File: src/rtl/rmv_pkg.sv
// Shared types and constants for the running mean and variance block.
`default_nettype none
package rmv_pkg;
  localparam int unsigned ValW = 56;
  localparam int unsigned SqW  = 64;
  localparam int unsigned CntW = 32;
  localparam int unsigned CiW  = 32;
  localparam logic [CiW-1:0] CiFail = 32'd4194304000;
  localparam logic [17:0] K196 = 18'd128451;
  localparam logic [31:0] CiThresholdReset = 32'd41943;
  localparam logic [1:0]  AddrThreshold = 2'd0;

  typedef enum logic [0:0] {
    ActAdd   = 1'b0,
    ActClear = 1'b1
  } action_t;

  // Request to the shared divider: quotient = floor(num / den).
  typedef struct packed {
    logic          start;
    logic [127:0]  num;
    logic [63:0]   den;
  } div_req_t;

  typedef struct packed {
    logic          done;
    logic [127:0]  quot;
  } div_rsp_t;
endpackage
`default_nettype wire

File: src/rtl/rmv_div.sv
// Restoring radix-2 divider, one quotient bit per cycle, shared by all divides.
`default_nettype none
module rmv_div (
  input  wire logic            clk,
  input  wire logic            rst,
  input  wire rmv_pkg::div_req_t req,
  output rmv_pkg::div_rsp_t    rsp
);
  import rmv_pkg::*;

  logic         busy;
  logic         done;
  logic [6:0]   step;
  logic [127:0] quot;
  logic [64:0]  rem;
  logic [63:0]  den;
  logic [64:0]  trial;
  logic         fit;

  assign trial = {rem[63:0], quot[127]};
  assign fit   = trial >= {1'b0, den};

  always_ff @(posedge clk) begin
    if (rst) begin
      busy <= 1'b0;
      done <= 1'b0;
      step <= '0;
    end else begin
      done <= 1'b0;
      if (req.start) begin
        busy <= 1'b1;
        step <= '0;
      end else if (busy) begin
        step <= step + 7'd1;
        if (step == 7'd127) begin
          busy <= 1'b0;
          done <= 1'b1;
        end
      end
    end
  end

  always_ff @(posedge clk) begin
    if (req.start) begin
      quot <= req.num;
      rem  <= '0;
      den  <= req.den;
    end else if (busy) begin
      rem  <= fit ? trial - {1'b0, den} : trial;
      quot <= {quot[126:0], fit};
    end
  end

  assign rsp = {done, quot};
endmodule
`default_nettype wire

File: config.mk
export PLATFORM = sky130hd
export DESIGN_NAME = rmv_div
export DESIGN_NICKNAME = d
export VERILOG_FILES = /design/src/rtl/rmv_pkg.sv /design/src/rtl/rmv_div.sv
export SDC_FILE = /design/constraint.sdc
export NUM_CORES = 1
export LEC_CHECK = 0
export ABC_AREA = 1
export BUFFER_PORTS_ARGS = -buffer_cell sky130_fd_sc_hd__buf_2
export CELL_PAD_IN_SITES_DETAIL_PLACEMENT = 1
export CELL_PAD_IN_SITES_GLOBAL_PLACEMENT = 2
export CORE_MARGIN = 1.5
export CORE_UTILIZATION = 34
export DETAILED_ROUTE_END_ITERATION = 8
export GPL_TIMING_DRIVEN = 0
export PLACE_DENSITY = 0.9
export SYNTH_ARGS = -nofsm -noshare
export SYNTH_HDL_FRONTEND = slang
export SYNTH_SLANG_ARGS = --single-unit
File: constraint.sdc
create_clock -name clk -period 14.3 [get_ports clk]
set_clock_uncertainty 0.05 [all_clocks]
set_input_delay 2.145 -clock clk [delete_from_list [all_inputs] [get_ports clk]]
set_output_delay 2.145 -clock clk [all_outputs]
set_load 0.03 [all_outputs]
Word level (Yosys, flattened, before mapping)
Cells that the tools add are included.

$add $sub $neg: 2. Multiply operators: 0. Divide/modulo/power cells: 0. Order comparisons: 1. Equality and inequality tests: 1. Shifts and indexed selects: 0. Muxes and demuxes: 7. Bitwise gates (word level): 1. Reductions and logical operators: 3.

Operator list (number): $mux 128 (2); $ge 65x64->1 (1); $mux 64 (1); $sub 64x64->64 (1); $add 7x1->7 const B (1); $eq 7x7->1 const B (1); $mux 1 (4); $reduce_or 3->1 (1); $reduce_bool 2->1 (1); $reduce_or 2->1 (1); $not 1->1 (1).

Register bits after elaboration: 265. Bits in latches: 0. RAM bits: 0. Memory bits (read-only): 0. Memories: 0.

Logic depth before layout (Yosys ltp)
Gate-level depths: netlist of the first run.

Depth after elaboration: 4. Gate-level depth with buffers: 19. Depth with buffers taken out: 18.

Least setup slack after synthesis of the first run
No wires, ideal clock.

Path kind: input port to flip-flop. Start point: input req[192] in the netlist's numbering. End point: register quot[0] (enable). Setup time: 542 ps. Data arrival time: 6001 ps. Data required time: 13708 ps. Path slack: 7707 ps. Cell stages on the path: 3. Path buffers: 1. Path through: nor2_1 > clkinv_1 > clkbuf_1.

Cells in the longest elaborated chain, start to end: 1.

Ends and longest elaborated chain: from (decl) (line rmv_div.sv:6) `input wire rmv_pkg::div_req_t req,`; $reduce_bool 2->1 (no source line); to (signal assigned) (line rmv_div.sv:45) `quot <= req.num;`; to (signal assigned) (line rmv_div.sv:50) `quot <= {quot[126:0], fit};`; to (decl) (line rmv_div.sv:14) `logic [127:0] quot;`.

Every way passes these cells. A chain may end at the register's enable or synchronous reset.

Final worst setup path of the first run
Start point: input req[192] in the netlist's numbering. End point: register quot[62] (enable).

The elaborated chain is that of the path after synthesis.

==> results.sh, run 1 <==
export IMPL_outcome="complete, no violations"
export IMPL_cts_setup_buffers=0
export IMPL_syn_to_final_growth_pct=21.2
export IMPL_clk_path_buf_depth=3
export IMPL_drive_above_1_share_pct=17.7
export IMPL_antenna_found_initial=17
export IMPL_arrival_ps=4070
export IMPL_async_flop_share_pct=0
export IMPL_netlist_instances=2447
export IMPL_numCtsBuffers=34
export IMPL_ys_seq_area_share_pct=41.9
export IMPL_synth_edf_count=192
export IMPL_drt_iter0_drc=856
export IMPL_crit_type="input pin to register"
export IMPL_clock_fmax_ghz=0.256
export IMPL_ir_drop_mv=0.0961
export IMPL_synth_fp_nets=2708
export IMPL_tightest_slew_ps=938
export IMPL_endpoint_kind="register"
export IMPL_die_x_um=228
export IMPL_die_y_um=228
export IMPL_drv_slew=0
export IMPL_whs_ps=425
export IMPL_design_area_sq_mm=0.0209
export IMPL_syn_area_sq_mm=0.0172
export IMPL_dp_hpwl_mm=54.7
export IMPL_grt_first_pass_wirelength_mm=102
export IMPL_post_cts_resize_count=0
export IMPL_vias=16700
export IMPL_syn_avg_cell_area_sq_um=7.04
export IMPL_yosysUniqueCellTypes=40
export IMPL_holdBufCountCts=0
export IMPL_core_sq_mm=0.0501
export IMPL_grt_max_degree=64
export IMPL_synth_seq_cells=265
export IMPL_track_usage_pct=25.5
export IMPL_initial_core_util_pct=34.4
export IMPL_dp_cells=3445
export IMPL_cts_root_buf="clkbuf_16"
export IMPL_totalWireLength_mm=66.1
export IMPL_most_common_layout_cells="1087 x nand2_1, 431 x inv_1, 331 x buf_2, 192 x edfxtp_1, 135 x nand3_1"
export IMPL_drt_pre_antenna_iters=5
export IMPL_gp_congestion=0.921
export IMPL_period_share_pct=27.3
export IMPL_layout_setup_ws_ps=10390
export IMPL_io_buffers=323
export IMPL_setup_viol=0
export IMPL_tns_ps=0
export IMPL_drc=0
export IMPL_finalHoldViolations=0
export IMPL_synth_flop_cell="edfxtp_1"
export IMPL_wl_per_cell_um=18.8
export IMPL_io_pin_count=324
export IMPL_clk_latency_ps=550
export IMPL_ant_nets=0
export IMPL_hold_class="register to register"
export IMPL_clkTransAtPathRegs_ps=60
export IMPL_rsz0062_at_grt="false"
export IMPL_total_power_mw=2.09
export IMPL_required_ps=14470
export IMPL_final_common_cell="nand2_1"
export IMPL_h_tree_depth=2
export IMPL_cts_tree="yes"
export IMPL_crit_fanout=63
export IMPL_layout_cells_non_filler=3515
export IMPL_rows=82
export IMPL_slew_headroom_pct=37.5
export IMPL_p_per_area_mw_per_mm2=100
export IMPL_grt_pass1_vias=17500
export IMPL_maxCapViolCount=0
export IMPL_finalCriticalPeriod_ps=3910
export IMPL_power_leakage_nw=11.4
export IMPL_fillers=6459
export IMPL_die_area_sq_mm=0.0520
export IMPL_cp_start_kind="input pin"
export IMPL_via_per_inst=4.75
export IMPL_layout_nets=3070
export IMPL_placed_cell_area_sq_mm=0.0198
export IMPL_place_ws_ps=9790
export IMPL_fin_util_pct=41.7
export IMPL_synth_warnings=0
export IMPL_grt_remaining_overflow=0
export IMPL_cts_sinks=265
## final cells by class
| class | count | area, sq um | area share, % |
|---|---|---|---|
| Clock buffer | 53 | 1010 | 4.85 |
| Buffer | 61 | 353 | 1.69 |
| Tap cell | 672 | 841 | 4.03 |
| Multi-Input combinational cell | 1681 | 8010 | 38.3 |
| Antenna cell | 9 | 22.5 | 0.108 |
| Sequential cell | 265 | 7230 | 34.6 |
| Timing Repair Buffer | 326 | 1690 | 8.11 |
| Clock inverter | 8 | 70.1 | 0.336 |
| Inverter | 440 | 1650 | 7.91 |
## routing by layer
layer	track usage (%)	wire length (um)	vias up
met1	30.7	28000	7902
met4	9.09	2230	22
li1	-	-	8275
met5	0	138	-
met2	44.4	31700	382
met3	5.80	3900	107
## flip-flops by register name, summed over array words and instances (netlist names)
signal	cells
step	7
done	1
busy	1
rem	64
den	64
quot	128
## synth_stat cells, drive strengths merged (4+ instances only)
library cell,n,area [sq um]
o21ai,42,210
buf,32,240
nand3b,35,297
nor3,16,80.1
ha,65,813
nor2,125,582
nand2,1118,4290
edfxtp,192,5770
xnor2,29,254
dfxtp,73,1460
inv,438,1640
a21oi,54,282
nand4,16,100
o21bai,10,86.3
and2,4,25.0
clkbuf,29,109
nand3,154,866
## worst max-delay path: stages
cell and delay [ps]:
buf_4 390, buf_12 270, nor2_1 100, clkinv_1 220
clkbuf_4 450, buf_16 340
## kinds of logic after synthesis
kind of cell | Yosys count | share of synthesized area, %
fa+ha+maj | 66 | 4.84
buf+inv | 501 | 11.6
xor+xnor | 32 | 1.63
simple gates | 1472 | 36.4
compound gates | 111 | 3.57
flops | 265 | 41.9
## power breakdown
group | internal (mW) | total, mW | switching [mW]
sequential | 0.890 | 0.918 | 0.0277
combinational | 0.0947 | 0.331 | 0.237
clock | 0.490 | 0.842 | 0.353
## path summary, 6_finish.rpt
kind              slack (ps)  cells after the start                 start              endpoint
setup / recovery       10390                      6              req[192]    quot[62]$_DFFE_PP_
hold / removal           420                      2  rem[62]$_SDFFE_PP0P_  rem[62]$_SDFFE_PP0P_
setup reg to reg       10920                     13     den[56]$_DFFE_PP_  rem[50]$_SDFFE_PP0P_
hold reg to reg          420                      2  rem[62]$_SDFFE_PP0P_  rem[62]$_SDFFE_PP0P_
Power figures use the tool's default switching activity.
==> run 2, diff against run 1 <==
--- a/config.mk
+++ b/config.mk
@@ -10,10 +10,10 @@
 export CELL_PAD_IN_SITES_DETAIL_PLACEMENT = 1
 export CELL_PAD_IN_SITES_GLOBAL_PLACEMENT = 2
 export CORE_MARGIN = 1.5
-export CORE_UTILIZATION = 34
+export CORE_UTILIZATION = 28
 export DETAILED_ROUTE_END_ITERATION = 8
 export GPL_TIMING_DRIVEN = 0
-export PLACE_DENSITY = 0.9
+export PLACE_DENSITY = 0.8
 export SYNTH_ARGS = -nofsm -noshare
 export SYNTH_HDL_FRONTEND = slang
 export SYNTH_SLANG_ARGS = --single-unit
==> constraint.sdc (replaced) <==
create_clock -name clk -period 3.3 [get_ports clk]
set_clock_uncertainty 0.05 [all_clocks]
set_input_delay 0.495 -clock clk [delete_from_list [all_inputs] [get_ports clk]]
set_output_delay 0.495 -clock clk [all_outputs]
set_load 0.03 [all_outputs]
==> results.sh, run 2 (same netlist as run 1, synthesis figures left out) <==
export IMPL_min_from="rst"
export IMPL_syn_to_final_growth_pct=22.6
export IMPL_cp_slowest_cell="nor3b_2"
export IMPL_holdPathStages=2
export IMPL_cp_common_cell="nand2_1"
export IMPL_io_buffers=323
export IMPL_layout_setup_ws_ps=127
export IMPL_crit_fanout=10
export IMPL_setup_viol=0
export IMPL_grt_first_pass_wirelength_mm=103
export IMPL_path_cells="inv_1, ha_1, nand2_1, nor2_2, nor3b_2, nand3_2, o21bai_4, nor2_4, nand2_4, buf_4, nand3_1, nand2_1, nand2_1"
export IMPL_reg2reg_depth=13
export IMPL_most_common_layout_cells="1087 x nand2_1, 431 x inv_1, 331 x buf_2, 192 x edfxtp_1, 135 x nand3_1"
export IMPL_cp_slowest_stage_delay_ps=410
export IMPL_ir_drop_mv=0.335
export IMPL_endpoint_kind="register"
export IMPL_drive_above_1_share_pct=17.9
export IMPL_io_pin_count=324
export IMPL_reg2reg_slack_ps=130
export IMPL_cts_setup_buffers=0
export IMPL_dp_hpwl_mm=56.4
export IMPL_clk_latency_ps=560
export IMPL_die_y_um=251
export IMPL_rsz0062_at_grt="false"
export IMPL_drt_iter0_drc=778
export IMPL_cts_root_buf="clkbuf_16"
export IMPL_hold_path_end="busy$_SDFF_PP0_"
export IMPL_cts_tree="yes"
export IMPL_cp_start_kind="register"
export IMPL_drc=0
export IMPL_numCtsBuffers=36
export IMPL_path_delay_family="simple AND/OR/NAND/NOR gates"
export IMPL_layout_nets=3072
export IMPL_totalWireLength_mm=68.0
export IMPL_drt_pre_antenna_iters=5
export IMPL_h_tree_depth=2
export IMPL_finalCriticalPeriod_ps=3170
export IMPL_gp_congestion=0.928
export IMPL_die_area_sq_mm=0.0630
export IMPL_period_share_pct=96.2
export IMPL_place_ws_ps=-141
export IMPL_antenna_found_initial=20
export IMPL_wl_per_cell_um=18.7
export IMPL_r2r_end="rem[50]$_SDFFE_PP0P_"
export IMPL_via_per_inst=4.52
export IMPL_grt_max_degree=106
export IMPL_p_per_area_mw_per_mm2=444
export IMPL_track_usage_pct=21.6
export IMPL_ant_nets=0
export IMPL_clk_path_buf_depth=3
export IMPL_required_ps=3710
export IMPL_top_register="quot"
export IMPL_clock_fmax_ghz=0.315
export IMPL_die_x_um=251
export IMPL_grt_pass1_vias=17500
export IMPL_power_leakage_nw=11.4
export IMPL_arrival_ps=3580
export IMPL_final_common_cell="nand2_1"
export IMPL_cts_sinks=265
export IMPL_vias=16400
export IMPL_initial_core_util_pct=28.4
export IMPL_top_regs="quot: 128 flops, den: 64 flops, rem: 64 flops"
export IMPL_maxCapViolCount=0
export IMPL_crit_type="register to register"
export IMPL_fillers=7704
export IMPL_largest_register_ffs=128
export IMPL_finalHoldViolations=0
export IMPL_grt_remaining_overflow=0
export IMPL_r2r_start="den[56]$_DFFE_PP_"
export IMPL_clkTransAtPathRegs_ps=60
export IMPL_rows=90
export IMPL_slew_headroom_pct=36.5
export IMPL_tightest_slew_ps=953
export IMPL_outcome="complete, no violations"
export IMPL_drv_slew=0
export IMPL_hold_class="input pin to register"
export IMPL_total_power_mw=9.39
export IMPL_core_sq_mm=0.0606
export IMPL_crit_buf_inv=2
-- run 2: cell count changes in the layout (fill, tap and decap cells not counted), moves of 2 or more --
cell,before,now
clkbuf_8,9,7
clkbuf_16,34,38
inv_16,0,2
diode_2,9,6
clkbuf_1,38,34
clkinv_1,3,6
-- run 2: cell type report --
cell class                      count  area [sq um]  area share (%)
Antenna cell                        6          15.0          0.0711
Tap cell                          782           978            4.63
Sequential cell                   265          7230            34.2
Multi-Input combinational cell   1681          8010            37.9
Timing Repair Buffer              326          1680            7.96
Inverter                          440          1650            7.82
Clock buffer                       50          1060            5.00
Clock inverter                     16           146           0.693
Buffer                             61           359            1.70
-- run 2: repair_timing --
item,CTS,global route
endpoints found under the setup margin,9,0
hold buffers,0,0
resized for setup,1,0
-- run 2: how the worst max path moves through the flow --
stage,end,cells after the start,slack [ps],from
2_1_floorplan,quot[0]$_DFFE_PP_,3,370,req[192]
3_3_place_gp,quot[70]$_DFFE_PP_,4,-2220,req[192]
3_5_place_dp,rem[49]$_SDFFE_PP0P_,13,-140,den[56]$_DFFE_PP_
4_1_cts,rem[49]$_SDFFE_PP0P_,13,50,den[56]$_DFFE_PP_
5_1_grt,rem[49]$_SDFFE_PP0P_,13,20,den[56]$_DFFE_PP_
6_report,rem[50]$_SDFFE_PP0P_,13,130,den[56]$_DFFE_PP_
-- run 2: metrics by stage --
step	cells	area (sq um)	TNS, ps	utilization [%]	hold WS [ps]
final	3627	21100	0	34.9	54.5
after global routing	3622	21100	0	34.8	33.5
after CTS	3621	21100	0	34.8	20.5
after detailed placement	3555	19900	-524	32.9	410
after global placement	3552	19800	-318070	32.7	405
after floorplan	2447	17200	0	-	394
-- run 2: power by group --
| part | switching, mW | internal, mW |
|---|---|---|
| clock network | 1.63 | 2.35 |
| logic | 1.02 | 0.409 |
| registers | 0.128 | 3.86 |
-- run 2: metal layers --
metal	wire length (um)	part of all wire, %	vias to the layer above	track usage, %
met4	1930	2.8	30	6.49
li1	-	-	8257	-
met3	4320	6.4	110	5.73
met2	33000	49	375	38.1
met1	28600	42	7627	25.7
met5	190	0.28	-	0
