### config.mk
export PLATFORM = sky130hd
export DESIGN_NAME = rmv_sqrt
export DESIGN_NICKNAME = d
export VERILOG_FILES = /design/src/rtl/rmv_sqrt.sv
export SDC_FILE = /design/constraint.sdc
export NUM_CORES = 1
export LEC_CHECK = 0
export BUFFER_PORTS_ARGS = -buffer_cell sky130_fd_sc_hd__buf_2
export CORE_MARGIN = 3
export CORE_UTILIZATION = 50
export DETAILED_ROUTE_END_ITERATION = 10
export GPL_TIMING_DRIVEN = 1
export PLACE_DENSITY = 0.73
export SLEW_MARGIN = 25
export SYNTH_ARGS = -nofsm -noshare
export SYNTH_HDL_FRONTEND = slang
export SYNTH_SLANG_ARGS = --single-unit
### constraint.sdc
create_clock -name clk -period 6.1 [get_ports clk]
set_input_delay 0.915 -clock clk [delete_from_list [all_inputs] [get_ports clk]]
set_output_delay 0.915 -clock clk [all_outputs]
set_load 0.005 [all_outputs]
### src/rtl/rmv_sqrt.sv
// Bit-serial integer square root of a 128-bit radicand, one result bit a cycle.
`default_nettype none
module rmv_sqrt (
  input  wire logic          clk,
  input  wire logic          rst,
  input  wire logic          start,
  input  wire logic [63:0]   radicand_hi,
  output logic               done,
  output logic [63:0]        root
);
  logic         busy;
  logic [5:0]   step;
  logic [127:0] rad;
  logic [65:0]  rem;
  logic [65:0]  trial;
  logic [65:0]  sub;
  logic         fit;

  assign trial = {rem[63:0], rad[127:126]};
  assign sub   = {root, 2'b01};
  assign fit   = trial >= sub;

  always_ff @(posedge clk) begin
    if (rst) begin
      busy <= 1'b0;
      done <= 1'b0;
      step <= '0;
    end else begin
      done <= 1'b0;
      if (start) begin
        busy <= 1'b1;
        step <= '0;
      end else if (busy) begin
        step <= step + 6'd1;
        if (step == 6'd63) begin
          busy <= 1'b0;
          done <= 1'b1;
        end
      end
    end
  end

  always_ff @(posedge clk) begin
    if (start) begin
      rad  <= {radicand_hi, 64'd0};
      rem  <= '0;
      root <= '0;
    end else if (busy) begin
      rad  <= {rad[125:0], 2'b00};
      rem  <= fit ? trial - sub : trial;
      root <= {root[62:0], fit};
    end
  end
endmodule
`default_nettype wire
-- Word-level counts from Yosys, hierarchy flattened
Cells that the tools add are included.
- bits in registers: 200
- input bits: 67
- output and inout bits: 65
- word-level logic and storage cells: 21
- add/sub/neg operators: 2
- $lt $le $gt $ge: 1
- equality and inequality tests: 1
- multiplexer cells: 7
- bitwise operators: 1
- reduce and logical (&&, ||, !) cells: 3
- operator list (cell ; number):
    128-bit two-way mux ; 2
    66-bit greater-or-equal comparator ; 1
    64-bit two-way mux ; 1
    64-bit subtractor ; 1
    6-bit by 1-bit adder with 6-bit output (second input constant) ; 1
    6-bit == test (second input constant) ; 1
    1-bit two-way mux ; 4
    3-bit OR reduction ; 1
    2-bit nonzero test ; 1
    2-bit OR reduction ; 1
    1-bit inverter ; 1

-- Depth between registers and ports, before layout
Gate-level depths: netlist (run 1).
- depth in word-level cells: 4
- mapped depth: 15
- gate-level depth less buffers: 12

-- Worst setup path before layout (run 1)
Ideal clock, no wire load.
- path type: flip-flop to flip-flop
- start point: register root[0]
- end point: register rem[18]
- setup time: 0.128 ns
- data arrival time: 3.061 ns
- required time: 5.972 ns
- slack: 2.911 ns
- cell stages (with the launch flop): 14
- buffers on the path: 1
- clock period less this slack: 3.189 ns
- cells stage by stage: dfxtp_1 inv_1 ha_1 nor2b_4 o21bai_2 a31oi_1 a311o_1 o41ai_4 o21bai_2 a31oi_4 buf_6 mux2_2 mux2i_1 nor2_1
- word-level cells in the longest chain between the ends: 2
- elaborated cells between the ends (all ways): 3
- classes of those cells: 1 x add/sub; 1 x order compare; 1 x mux
- ends and longest elaborated chain (what ; RTL line ; RTL):
    start: declaration ; 9 ; output logic [63:0] root
    start signal: assignment ; 51 ; root <= {root[62:0], fit};
    64-bit subtractor or 66-bit greater-or-equal comparator (tied branches) ; 50, 21 ;
    64-bit two-way mux * ; 50 ; rem <= fit ? trial - sub : trial;
    end signal: assignment ; 50 ;
    end: declaration ; 14 ; logic [65:0] rem;
Mark *: on every way between the ends. The rest lies on a longest branch, timed or not.
A chain may end at the register's enable or synchronous reset.

-- Worst setup path after layout (run 1)
- start point: register root[0]
- end point: register rem[58]
Same word-level chain as after synthesis.

==> results of run 1 <==
==> worst max-delay path: stages, from the launching register on <==
cell and delay [ps]:
dfxtp_1 390, inv_1 60, ha_1 350, nor2b_4 160
o21bai_2 130, a31oi_1 180, a311o_1 520, o41ai_4 530
o21bai_2 200, a31oi_4 170, buf_4 470, and2_1 490
a22oi_1 140, o21ai_0 120
==> cell usage after synthesis, drive strengths merged, types with 9 or more instances <==
cell / number
a21o: 32
edfxtp: 64
o21a: 13
nand3: 19
o21bai: 17
o211ai: 14
mux2: 63
nand2b: 11
inv: 89
xor2: 20
nor2b: 12
a22oi: 12
nor2: 181
nand4: 32
a21oi: 121
nor3: 14
a31oi: 9
buf: 20
o211a: 11
xnor2: 38
dfxtp: 136
ha: 67
mux2i: 74
o21ai: 54
clkbuf: 80
nand2: 73
a211oi: 45
==> routing by layer <==
metal	share of wire	routed length (um)	up-vias
met2	0.44	12700	293
met1	0.47	13400	4722
met3	0.071	2020	28
met5	0	0	-
met4	0.015	428	0
li1	-	-	5102
==> where the power goes <==
group	switching (W)	total (W)	internal (W)	leakage, nW
Combinational	0.00229	0.00383	0.00154	3.74
Clock	0.000606	0.00117	0.000564	0.296
Sequential	0.000122	0.00167	0.00155	1.75
==> how the worst max path moves through the flow <==
stage,from,slack [ps],end,depth (start not counted)
after global placement,root[0],2370,rem[57],13
after detailed placement,root[0],2190,rem[62],13
after CTS,root[0],2140,rem[58],13
final,root[0],2090,rem[58],13
after global routing,root[2],1810,rem[54],12
after floorplan,root[0],2910,rem[18],13
==> cell families after synthesis <==
group / count (synthesis)
AO/OA/AOI/OAI: 366
XOR/XNOR: 58
adder cells (fa/ha/maj): 67
buffers and inverters: 189
flip-flops: 200
multiplexers: 137
AND/OR/NAND/NOR: 377
==> stage by stage <==
| stage | area [um2] | std cells |
|---|---|---|
| 2_1_floorplan | 12300 | 1394 |
| 4_1_cts | 13600 | 1783 |
| 6_report | 13600 | 1783 |
| 3_3_place_gp | 13000 | 1751 |
| 3_5_place_dp | 13000 | 1751 |
| 5_1_grt | 13600 | 1783 |
==> sequential cells by signal, indices dropped and copies added (netlist names) <==
register and cells:
rem 64, rad 64, root 64, busy 1, step 6, done 1
==> area by class of cell <==
type,count,share of cell area
Multi-Input combinational cell,1005,0.508
Sequential cell,200,0.341
Timing Repair Buffer,138,0.0524
Clock buffer,17,0.0312
Tap cell,319,0.0293
Inverter,89,0.0245
Clock inverter,15,0.0136
==> run_results.csv, run 1 <==
group,metric,value,unit
outcome,status,"finished clean",
grt,grt_max_degree,114,
cells_and_area,syn2layout_area_growth,10.7,%
route,wirelength,28500,um
timing,setup_tns,0,ps
timing,hold-worst-slack,498,ps
worst_setup_path,timing.rr.start,"root[0]",
hold_path,min_to,"done",
worst_setup_path,cp_data_arrival_time,4370,ps
timing,worst_pin_slew,918,ps
yosys,synth_edf_count,64,
yosys,synth_fp_nets,1528,
placed_design,port_buffers,131,
timing,setup_violations,0,
grt,top_usage_layer,"met2",
die,io_pins,132,
yosys,synthSimpleGateAreaFrac,0.139,
cells_and_area,seq_area,0.00465,mm2
grt,grt_pass1_wl,47900,um
clock_network,tritoncts,"yes",
yosys,synth_top_family_by_area,"compound AO/OA/AOI/OAI gates",
cells_and_area,n_antenna_cell,0,
placed_design,hpwlAfterDp,20500,um
grt,grt_util_all_layers,0.217,
die,die_h,163,um
worst_setup_path,rrSetupSlack,2090,ps
yosys,synth_area_leaders,"dfxtp_1 22%, edfxtp_1 16%, ha_1 6.8%",
placed_design,gp_congestion,0.897,
hold_path,min_from,"step[2]",
clock_network,clkLatencyLatePin,450,ps
worst_setup_path,reg2reg_depth,13,
worst_setup_path,worst-path-max-fanout,52,
timing,finalCritPeriodShare,0.657,
placed_design,dp_slack,2190,ps
flow_run,drv_cap,0,
yosys,synth_adder_area_share,0.0681,
clock_network,cts-root-buf,"clkbuf_16",
cells_and_area,fillers,2177,
grt,grt.met3_usage,0.0554,
yosys,synth_flop_cell,"dfxtp_1",
cells_and_area,final_cell_mix,"181 x nor2_1, 135 x dfxtp_1, 130 x buf_2, 120 x a21oi_1, 88 x inv_1",
cells_and_area,mostFrequentLayoutCell,"nor2_1",
route,routed_via_density,5.69,
clock_network,cts.repair.resized,0,
cells_and_area,drive_above_1_share,0.167,
worst_setup_path,crit_path_start_kind,"register",
cells_and_area,multi_input_area,0.00692,mm2
clock_network,ctsHoldBuffers,0,
worst_setup_path,critPathKind,"reg2reg",
timing,slew_headroom,0.388,
timing,clock_skew,11.8,ps
yosys,synth_xor_area_frac,0.0413,
power_and_ir_drop,p_leak,5.79,nW
yosys,netlist_instances,1394,
yosys,synth_seq_cells,200,
timing,rsz0062_at_grt,"false",
worst_setup_path,required,6460,ps
power_and_ir_drop,power_density,489,mW/mm2
route,drc,0,
power_and_ir_drop,p_total,0.00667,W
timing,drv_slew,0,
grt,grt_overflow_total,0,
route,drt-pass1-iter-count,5,
timing,fmax,0.249,GHz
grt,grt_use_met2,0.341,
route,first_iter_violations,696,
cells_and_area,fin_util,0.572,
yosys,synth-compound-area-share,0.197,
yosys,synth_area,0.0123,mm2
clock_network,cts_sinks,200,
clock_network,cts.clk_slew.worst_paths,80,ps
yosys,async_flop_share,0,
yosys,syn_area_per_cell,8.83,um2
yosys,synth_top_area_share,0.221,
grt,gr-usage-met1,0.297,
timing,fin_crit,4010,ps
clock_network,numCtsBuffers,17,
clock_network,post-cts-setup-buffers,0,
die,core-area,0.0238,mm2
die,die_w,163,um
yosys,muxShareOfSynthArea,0.118,
die,placementRows,56,
grt,grt_pass1_vias,9645,
route,drt-wirelength-per-cell,16.0,um
hold_path,hold_path_depth,2,
clock_network,clockBufferDepth,2,
cells_and_area,finalNetCount,1585,
worst_setup_path,r2r-end,"rem[58]",
yosys,synth_cell_type_count,64,
die,start_util,0.517,
timing,hold_violations,0,
clock_network,cts_max_level,4,
route,num_vias,10100,
die,dieArea,0.0265,mm2
yosys,yosys_warnings,0,
yosys,ys_seq_area_frac,0.377,
worst_setup_path,critPathCaptureType,"register",
power_and_ir_drop,vdd_drop_max,0.000316,V
timing,setup_slack,2090,ps
yosys,yosysTopAreaCell,"dfxtp_1",
hold_path,hold_class,"reg2reg",
grt,antenna_found_initial,0,
route,drtAntennaViolNets,0,
Note: power is estimated with default switching activity, not from simulation.
==> run 2, diff against run 1 <==
--- a/config.mk
+++ b/config.mk
@@ -10,7 +10,7 @@
 export CORE_UTILIZATION = 50
 export DETAILED_ROUTE_END_ITERATION = 10
 export GPL_TIMING_DRIVEN = 1
-export PLACE_DENSITY = 0.73
+export PLACE_DENSITY = 0.75
 export SLEW_MARGIN = 25
 export SYNTH_ARGS = -nofsm -noshare
 export SYNTH_HDL_FRONTEND = slang
==> constraint.sdc (replaced) <==
create_clock -name clk -period 3.3 [get_ports clk]
set_input_delay 0.495 -clock clk [delete_from_list [all_inputs] [get_ports clk]]
set_output_delay 0.495 -clock clk [all_outputs]
set_load 0.005 [all_outputs]
==> run_results.csv, run 2 (synthesis results as in run 1) <==
group,metric,value,unit
outcome,status,"finished clean",
clock_network,tritoncts,"yes",
grt,grt_pass1_vias,10300,
cells_and_area,syn2layout_area_growth,17.4,%
die,die_w,163,um
placed_design,hpwlAfterDp,21900,um
timing,clock_skew,16.7,ps
die,placementRows,56,
worst_setup_path,path_cells,"inv_1, ha_2, nand4_1, o22ai_2, a31oi_2, a2111oi_4, o21ai_2, a21o_1, o311ai_1, buf_4, a31oi_1, xor2_1, o22ai_1",
worst_setup_path,slowest_stage,"a2111oi_4",
worst_setup_path,timing.rr.start,"root[5]",
route,num_vias,10700,
cells_and_area,finalNetCount,1660,
placed_design,dp.cells,1818,
hold_path,min_from,"rst",
timing,rsz0062_at_grt,"true",
clock_network,numCtsBuffers,17,
worst_setup_path,critPathCaptureType,"register",
worst_setup_path,reg2reg_depth,13,
grt,grt_overflow_total,0,
placed_design,gp_congestion,0.951,
worst_setup_path,critPathKind,"reg2reg",
clock_network,clockBufferDepth,2,
cells_and_area,top_regs,"rad x64, rem x64, root x64",
timing,hold_violations,0,
timing,fmax,0.320,GHz
worst_setup_path,required,3620,ps
die,io_pins,132,
hold_path,min_to,"busy",
timing,setup_violations,0,
worst_setup_path,slowest_delay,480,ps
clock_network,clkLatencyLatePin,440,ps
die,dieArea,0.0265,mm2
route,routed_via_density,5.75,
cells_and_area,multi_input_area,0.00713,mm2
timing,worst_pin_slew,819,ps
die,core-area,0.0238,mm2
timing,fin_crit,3120,ps
route,wirelength,30700,um
timing,drv_slew,0,
die,die_h,163,um
cells_and_area,fin_cells,1858,
timing,slew_headroom,0.454,
grt,grt_max_degree,93,
placed_design,port_buffers,131,
route,drt-wirelength-per-cell,16.5,um
cells_and_area,mostFrequentLayoutCell,"nor2_1",
cells_and_area,drive_above_1_share,0.234,
clock_network,cts_sinks,200,
worst_setup_path,rrSetupSlack,180,ps
worst_setup_path,cp_data_arrival_time,3450,ps
hold_path,hold_class,"in2reg",
grt,antenna_found_initial,2,
hold_path,hold_path_depth,2,
route,drt-pass1-iter-count,5,
timing,finalCritPeriodShare,0.947,
worst_setup_path,worst-path-max-fanout,5,
flow_run,drv_cap,0,
power_and_ir_drop,p_leak,6.18,nW
worst_setup_path,cp.buffers_inverters,2,
route,drc,0,
worst_setup_path,critPathTopFamily,"compound AO/OA/AOI/OAI gates",
cells_and_area,seq_area,0.00465,mm2
power_and_ir_drop,p_total,0.0135,W
power_and_ir_drop,vdd_drop_max,0.000478,V
clock_network,cts-root-buf,"clkbuf_16",
cells_and_area,fillers,2059,
grt,grt_pass1_wl,50200,um
cells_and_area,final_cell_mix,"180 x nor2_1, 132 x dfxtp_1, 130 x buf_2, 115 x a21oi_1, 88 x inv_1",
die,start_util,0.517,
power_and_ir_drop,power_density,937,mW/mm2
worst_setup_path,r2r-end,"rem[61]",
cells_and_area,n_antenna_cell,0,
clock_network,ctsHoldBuffers,0,
grt,grt_util_all_layers,0.228,
route,drtAntennaViolNets,0,
worst_setup_path,crit_path_start_kind,"register",
clock_network,cts_max_level,4,
clock_network,cts.clk_slew.worst_paths,80,ps
route,first_iter_violations,755,
run 2: cell count changes in the layout (fill, tap and decap cells not counted), moves of 4 or more:
cell / before / now
buf_4: 7 / 75
ha_1: 67 / 52
ha_2: 0 / 11
a21oi_1: 120 / 115
a21oi_2: 1 / 5
buf_12: 0 / 4
ha_4: 0 / 4
run 2: final cells by class:
type | count | area share
Clock inverter | 15 | 0.0111
Clock buffer | 17 | 0.0294
Tap cell | 319 | 0.0276
Sequential cell | 200 | 0.322
Timing Repair Buffer | 213 | 0.0936
Inverter | 89 | 0.0231
Multi-Input combinational cell | 1005 | 0.493
run 2: layer usage:
layer | global-route usage | wire length [um] | vias up
met1 | 0.302 | 13900 | 5050
met3 | 0.0615 | 2200 | 55
met5 | 0 | 30 | -
met2 | 0.367 | 14000 | 331
li1 | - | - | 5246
met4 | 0.0623 | 568 | 4
run 2: worst max-delay path by stage:
stage / slack [ps] / startpoint / cells past startpoint / endpoint
5_1_grt: -80 / root[21] / 14 / rem[2]
3_3_place_gp: 2 / root[9] / 13 / rem[61]
6_report: 180 / root[5] / 13 / rem[61]
3_5_place_dp: -20 / root[31] / 14 / rem[2]
4_1_cts: -20 / root[13] / 12 / rem[60]
2_1_floorplan: 110 / root[0] / 13 / rem[18]
run 2: timing repair:
action / 4_1_cts / 5_1_grt
pin swaps: 0 / 13
endpoints found under the setup margin: 32 / 59
resized for setup: 3 / 48
cloned: 0 / 1
setup buffers: 0 / 7
run 2: metrics by stage:
stage	setup TNS, ps	worst slack [ps]	cell area (um2)	hold slack, ps	utilization
detailed placement	-60.3	-22.5	13600	480	0.570
CTS	-32.4	-17.1	14200	198	0.595
floorplan	0	111	12300	452	-
global placement	0	2.48	13600	475	0.570
global route	-263	-83.8	14500	214	0.607
finish	0	176	14500	210	0.607
run 2: report_power, final:
part / total [W] / switching [W] / internal [W]
clock: 0.00208 / 0.00107 / 0.00101
combinational: 0.00837 / 0.00466 / 0.00371
sequential: 0.00310 / 0.000226 / 0.00287
total: 0.0135 / 0.00596 / 0.00759
run 2: worst reg2reg max path, stage by stage, from the launching register on:
cell       delay [ps]
dfxtp_1           370
inv_1              60
ha_2              370
nand4_1           190
o22ai_2           240
a31oi_2           180
a2111oi_4         490
o21ai_2           110
a21o_1            210
o311ai_1          280
buf_4             170
a31oi_1           100
xor2_1            150
o22ai_1            90
